## src/sv/pip_pkg.sv

```systemverilog
`default_nettype none
package pip_pkg;

	localparam int MaxVertices = 64;
	localparam int IdxW        = 6;
	localparam int CntW        = 7;
	localparam int LatW        = 30;
	localparam int LngW        = 31;
	localparam int NLngW       = 32;
	localparam int PLatW       = 31;
	localparam int PLngW       = 33;
	localparam int DLngW       = 33;
	localparam int DLatW       = 31;
	localparam int ProdW       = 64;
	localparam int QuoW        = 34;
	localparam int SumW        = 35;
	localparam int StepW       = 6;

	localparam logic [NLngW-1:0] TWO_PI_Q28 = 32'd1686629713;

	localparam logic OP_VERTEX = 1'b0;
	localparam logic OP_POINT  = 1'b1;

	localparam logic REG_VERTEX_COUNT  = 1'b0;
	localparam logic REG_TRANSMERIDIAN = 1'b1;

	typedef struct packed {
		logic [LatW-1:0] lat;
		logic [LngW-1:0] lng;
	} vertex_t;

	typedef struct packed {
		logic signed [DLngW-1:0] dlng;
		logic [DLatW-1:0]        dlat;
		logic [DLatW-1:0]        den;
	} edge_req_t;

	typedef enum logic [2:0] {
		S_IDLE, S_LD0, S_CAP0, S_RD, S_EDGE, S_CALC
	} walk_state_t;

	typedef enum logic [1:0] {
		U_IDLE, U_MUL, U_DIV, U_DONE
	} unit_state_t;

endpackage
`default_nettype wire

```

## src/sv/pip_edge_unit.sv

```systemverilog
`default_nettype none
module pip_edge_unit (
	input  wire logic                              clk,
	input  wire logic                              arst_n,
	input  wire logic                              start,
	input  wire pip_pkg::edge_req_t                req,
	output logic                                   done,
	output logic signed [pip_pkg::QuoW-1:0]        quo
);
	pip_pkg::unit_state_t state_q, state_d;
	logic [pip_pkg::StepW-1:0]     cnt_q;
	logic [pip_pkg::DLngW-1:0]     mag_q;
	logic                          neg_q;
	logic [pip_pkg::DLatW-1:0]     dlat_q;
	logic [pip_pkg::DLatW-1:0]     den_q;
	logic [pip_pkg::ProdW-1:0]     prod_q;
	logic [pip_pkg::DLngW-1:0]     quo_q;
	logic [pip_pkg::ProdW-1:0]     trial;

	assign trial = pip_pkg::ProdW'(den_q) << cnt_q;

	always_comb begin
		state_d = state_q;
		unique case (state_q)
			pip_pkg::U_IDLE: if (start) state_d = pip_pkg::U_MUL;
			pip_pkg::U_MUL:  if (cnt_q == pip_pkg::StepW'(pip_pkg::DLatW - 1))
				state_d = pip_pkg::U_DIV;
			pip_pkg::U_DIV:  if (cnt_q == '0) state_d = pip_pkg::U_DONE;
			pip_pkg::U_DONE: state_d = pip_pkg::U_IDLE;
			default:         state_d = pip_pkg::U_IDLE;
		endcase
	end

	always_ff @(posedge clk or negedge arst_n) begin
		if (!arst_n) begin
			state_q <= pip_pkg::U_IDLE;
		end else begin
			state_q <= state_d;
		end
	end

	always_ff @(posedge clk) begin
		unique case (state_q)
			pip_pkg::U_IDLE: begin
				if (start) begin
					mag_q  <= req.dlng[pip_pkg::DLngW-1] ? pip_pkg::DLngW'(-req.dlng)
					                                     : pip_pkg::DLngW'(req.dlng);
					neg_q  <= req.dlng[pip_pkg::DLngW-1];
					dlat_q <= req.dlat;
					den_q  <= req.den;
					prod_q <= '0;
					cnt_q  <= '0;
				end
			end
			pip_pkg::U_MUL: begin
				if (dlat_q[cnt_q[4:0]]) begin
					prod_q <= prod_q + (pip_pkg::ProdW'(mag_q) << cnt_q);
				end
				if (cnt_q == pip_pkg::StepW'(pip_pkg::DLatW - 1)) begin
					cnt_q <= pip_pkg::StepW'(pip_pkg::DLngW - 1);
				end else begin
					cnt_q <= cnt_q + 1'b1;
				end
			end
			pip_pkg::U_DIV: begin
				if (prod_q >= trial) begin
					prod_q       <= prod_q - trial;
					quo_q[cnt_q] <= 1'b1;
				end else begin
					quo_q[cnt_q] <= 1'b0;
				end
				cnt_q <= cnt_q - 1'b1;
			end
			default: ;
		endcase
	end

	always_comb begin
		done = (state_q == pip_pkg::U_DONE);
		quo  = neg_q ? -pip_pkg::QuoW'(signed'({1'b0, quo_q}))
		             :  pip_pkg::QuoW'(signed'({1'b0, quo_q}));
	end
endmodule
`default_nettype wire

```

## config.mk

```make
export PLATFORM = sky130hd
export DESIGN_NAME = pip_edge_unit
export DESIGN_NICKNAME = d
export VERILOG_FILES = /design/src/sv/pip_pkg.sv /design/src/sv/pip_edge_unit.sv
export SDC_FILE = /design/constraint.sdc
export NUM_CORES = 1
export LEC_CHECK = 0
export BUFFER_PORTS_ARGS = -buffer_cell sky130_fd_sc_hd__buf_2
export CAP_MARGIN = 20
export CELL_PAD_IN_SITES_DETAIL_PLACEMENT = 1
export CELL_PAD_IN_SITES_GLOBAL_PLACEMENT = 1
export CORE_UTILIZATION = 48
export DETAILED_ROUTE_END_ITERATION = 12
export PLACE_DENSITY_LB_ADDON = 0.1
export SYNTH_ARGS = -nofsm -noshare
export SYNTH_HDL_FRONTEND = slang
export SYNTH_SLANG_ARGS = --single-unit
```

## constraint.sdc

```tcl
create_clock -name clk -period 8.9 [get_ports clk]
set_input_delay 0 -clock clk [delete_from_list [all_inputs] [get_ports clk]]
set_output_delay 0 -clock clk [all_outputs]
set_load 0.1 [all_outputs]
```

==> run summary <==
The synthesis-to-finish area growth was 14.3%; the final weighted congestion in routability-driven placement was 1.08. TritonCTS created 25 clock buffers. Setup violations remaining at the end of the flow were counted as 0. The tools report the core footprint as 42000 sq um. After the last flow step, the layout net total stands at 2780. Counting flops with a built-in enable in the synthesized netlist gives 199. Library cell occupying the most area in the post-synthesis netlist: sky130_fd_sc_hd__edfxtp_1. Across all register-to-register paths, the minimum setup slack is 1180 ps. The final cell count without fillers was 3102; the worst endpoint required time was 9340 ps. The number of hold-slack violations in the final timing report was 0; the number of vias per cell after detailed routing was 6.90. The tools report the gate count of the mapped netlist as 2386. The highest attainable clock frequency is 130 MHz. The final critical delay including setup and external delays was 7720 ps; the signal arrival time at the worst endpoint was 8160 ps.

The routing usage on met2 is 0.652, and the post-synthesis area per instance is 8.58 sq um. The worst setup path is captured at a flip-flop. The number of distinct standard cells referenced by the synthesized netlist is 78, and the fraction of layout instances using a drive strength above 1 is 0.114. The number of levels in the clock H-tree was 1.

The max-slew violation total from the final report came out at 0. The register bit total from synthesis is 201. The start-to-end type of the worst setup path is flip-flop to flip-flop.

The final design instance area without fill was 23400 sq um. Number of global-route vias before repair: 21.2k. The clock passes through at most 3 buffers. The min-delay analysis places its worst path in the category primary input to flip-flop. In this run the vertical extent of the chip is 209 um.

The total overflow reported by the global router is 0. The max-cap check violation count came out at 0. The total routing usage reported by global routing came out at 0.408. The largest fanout on the critical path is 64. The row count was 75.

Once detail routing completed, the nets flagged for antenna violations numbered 0. Final period utilization: 0.867. The run gives 2936 as the cell count after placement.

The Yosys step of the flow raised 0 warnings. STA classifies the critical path startpoint as a flip-flop. In this run the power density over the cells is 91.6 nW/um^2.

The initial antenna violation count was 2; the boundary pin count was 133. The share of synthesized flip-flops with an asynchronous set or reset is 0.00995. The analysis attributes to cell leakage a power of 9.17 nW. By count the netlist is led by sky130_fd_sc_hd__nand2_1 (286), sky130_fd_sc_hd__edfxtp_1 (199), sky130_fd_sc_hd__a21oi_1 (193). The first-pass GRT wire length is 135 mm, and the iteration count of the initial detailed-routing pass is 5. Measured along the x axis, the die boundary spans 209 um. The final routed DRC violation total was 0.

The die covers 43500 sq um. The tree is rooted in a sky130_fd_sc_hd__clkbuf_16. The detailed-route wire length is 90.8 mm. The most used flip-flop cell after synthesis is sky130_fd_sc_hd__edfxtp_1. The relative max-transition margin came out at 0.253.

TritonCTS built the clock tree. The most common cell in the netlist was sky130_fd_sc_hd__nand2_1. The post-CTS repair timing setup buffer count came out at 0. The final setup skew was 20.1 ps; the CTS clock-pin slew for the worst setup and hold paths was 70 ps. For the post-route core utilization, the log shows 0.557.

Setup repair after global routing left no endpoint under its margin. The met1 usage in global routing was 0.520. Pin slew with the least headroom to its limit: 1110 ps.

The peak supply drop was 0.163 mV; the routed length per instance was 29.3 um. For the sequential-to-total area share from yosys stat, the log shows 0.294. During placement, the flow inserted port buffers numbering 132.

In this run the most used layer during global routing was met2. For the worst-skew pair, the clock arrives at the later sink with an insertion delay of 570 ps. Counting every sink on the clock net gives 201. The placed instances occupy a cell area of 21500 sq um. The routed layout has 21.4k vias.

The tools report the detailed router's first-iteration violation count as 2501. The post-synthesis net count came out at 2625. The run finished with clean final reports. After legalization and detailed placement, the total HPWL measured 64.9 mm. After routing, the total negative slack on setup checks comes to 0 ps. The run gives 0.0752 as the global-route met3 utilization. The starting utilization of the core area is 0.487. Proportion of netlist area held by the largest area contributor: 0.292.

Yosys attributes the largest share of cell area to sky130_fd_sc_hd__edfxtp_1 (29%), sky130_fd_sc_hd__ha_1 (8.5%), sky130_fd_sc_hd__xnor2_1 (5.3%), sky130_fd_sc_hd__nand2_1 (5.2%), sky130_fd_sc_hd__a21oi_1 (4.7%). The cell area that synthesis handed to floorplanning was 20500 sq um. The tools report the pin count of the biggest net entering global routing as 95.
## routing by layer
layer / share of wire / up-vias
met3: 0.092 / 312
met5: 0 / -
li1: - / 9307
met1: 0.39 / 10498
met4: 0.065 / 0
met2: 0.45 / 1286
## cell type report
cell class                 count  area (sq um)
fill                        4967         18600
multi-input combinational   1990         13700
sequential                   201          6030
timing repair buffer         274          2040
tap                          539           674
clock buffer                  28           637
inverter                      49           184
clock inverter                18           116
antenna                        3          7.51
## cell usage in the layout, fill, tap and decap left out, types with 51 or more instances in the layout
cell	instances
sky130_fd_sc_hd__nand2_1	284
sky130_fd_sc_hd__edfxtp_1	199
sky130_fd_sc_hd__a21oi_1	193
sky130_fd_sc_hd__nor2_1	176
sky130_fd_sc_hd__o21ai_0	155
sky130_fd_sc_hd__ha_1	139
sky130_fd_sc_hd__buf_2	132
sky130_fd_sc_hd__xnor2_1	125
sky130_fd_sc_hd__dlygate4sd3_1	116
sky130_fd_sc_hd__a21o_1	83
sky130_fd_sc_hd__mux2i_1	63
sky130_fd_sc_hd__o22ai_1	61
sky130_fd_sc_hd__xor2_1	54
sky130_fd_sc_hd__a22oi_1	51
## worst max-delay path, stage by stage (launching register included)
cell                        delay [ps]
sky130_fd_sc_hd__edfxtp_1          620
sky130_fd_sc_hd__buf_4             810
sky130_fd_sc_hd__mux4_2            640
sky130_fd_sc_hd__mux2_2            290
sky130_fd_sc_hd__o21ai_0           330
sky130_fd_sc_hd__o21ai_0           330
sky130_fd_sc_hd__and2_1            280
sky130_fd_sc_hd__ha_1              460
sky130_fd_sc_hd__nand2_1            90
sky130_fd_sc_hd__nor2_1            180
sky130_fd_sc_hd__nand3_1           150
sky130_fd_sc_hd__a2111oi_1         700
sky130_fd_sc_hd__o211ai_1          420
sky130_fd_sc_hd__o31ai_1          1000
sky130_fd_sc_hd__a21oi_1           290
sky130_fd_sc_hd__a21oi_1           360
sky130_fd_sc_hd__o211ai_1          160
sky130_fd_sc_hd__a211o_1           290
sky130_fd_sc_hd__nand3_1            80
## metrics by stage
| step | hold WS (ps) | setup WS [ps] | power (mW) |
|---|---|---|---|
| finish | 137 | 1180 | 2.15 |
| global route | 143 | 883 | 2.17 |
| CTS | 133 | 1530 | 2.10 |
| detailed placement | -199 | 1570 | 1.11 |
| global placement | -202 | 1710 | 1.10 |
| floorplan | -296 | 1850 | 1.07 |
## power by group
group          internal, mW  switching [mW]
Combinational        0.0648          0.0427
Sequential             1.03               0
Clock                 0.521           0.483
Total                  1.62           0.526
## cell families (layout without fill, tap and decap cells)
kind of cell / count (synthesis) / after routing / share of synthesized area
simple gates: 762 / 762 / 0.174
mux: 129 / 129 / 0.0863
xor+xnor: 179 / 179 / 0.0766
buf+inv: 195 / 369 / 0.0363
compound gates: 779 / 779 / 0.246
flops: 201 / 201 / 0.294
fa+ha+maj: 141 / 141 / 0.0869
other cells: 0 / 3 / 0
## worst paths after layout
| check | startpoint | end | depth (start not counted) |
|---|---|---|---|
| min in group asynchronous | arst_n | state_q[1] | 3 |
| setup / recovery | cnt_q[0] | prod_q[56] | 18 |
| hold reg to reg | state_q[1] | state_q[1] | 1 |
| setup reg to reg | cnt_q[0] | prod_q[56] | 18 |
| hold / removal | req[33] | dlat_q[2] | 2 |
| max in group asynchronous | arst_n | state_q[0] | 3 |
## repair_timing
item / CTS / global route
hold buffers: 116 / 0
gates resized for setup: 0 / 0
hold endpoints to repair: 116 / 0
Power figures use the tool's default switching activity.
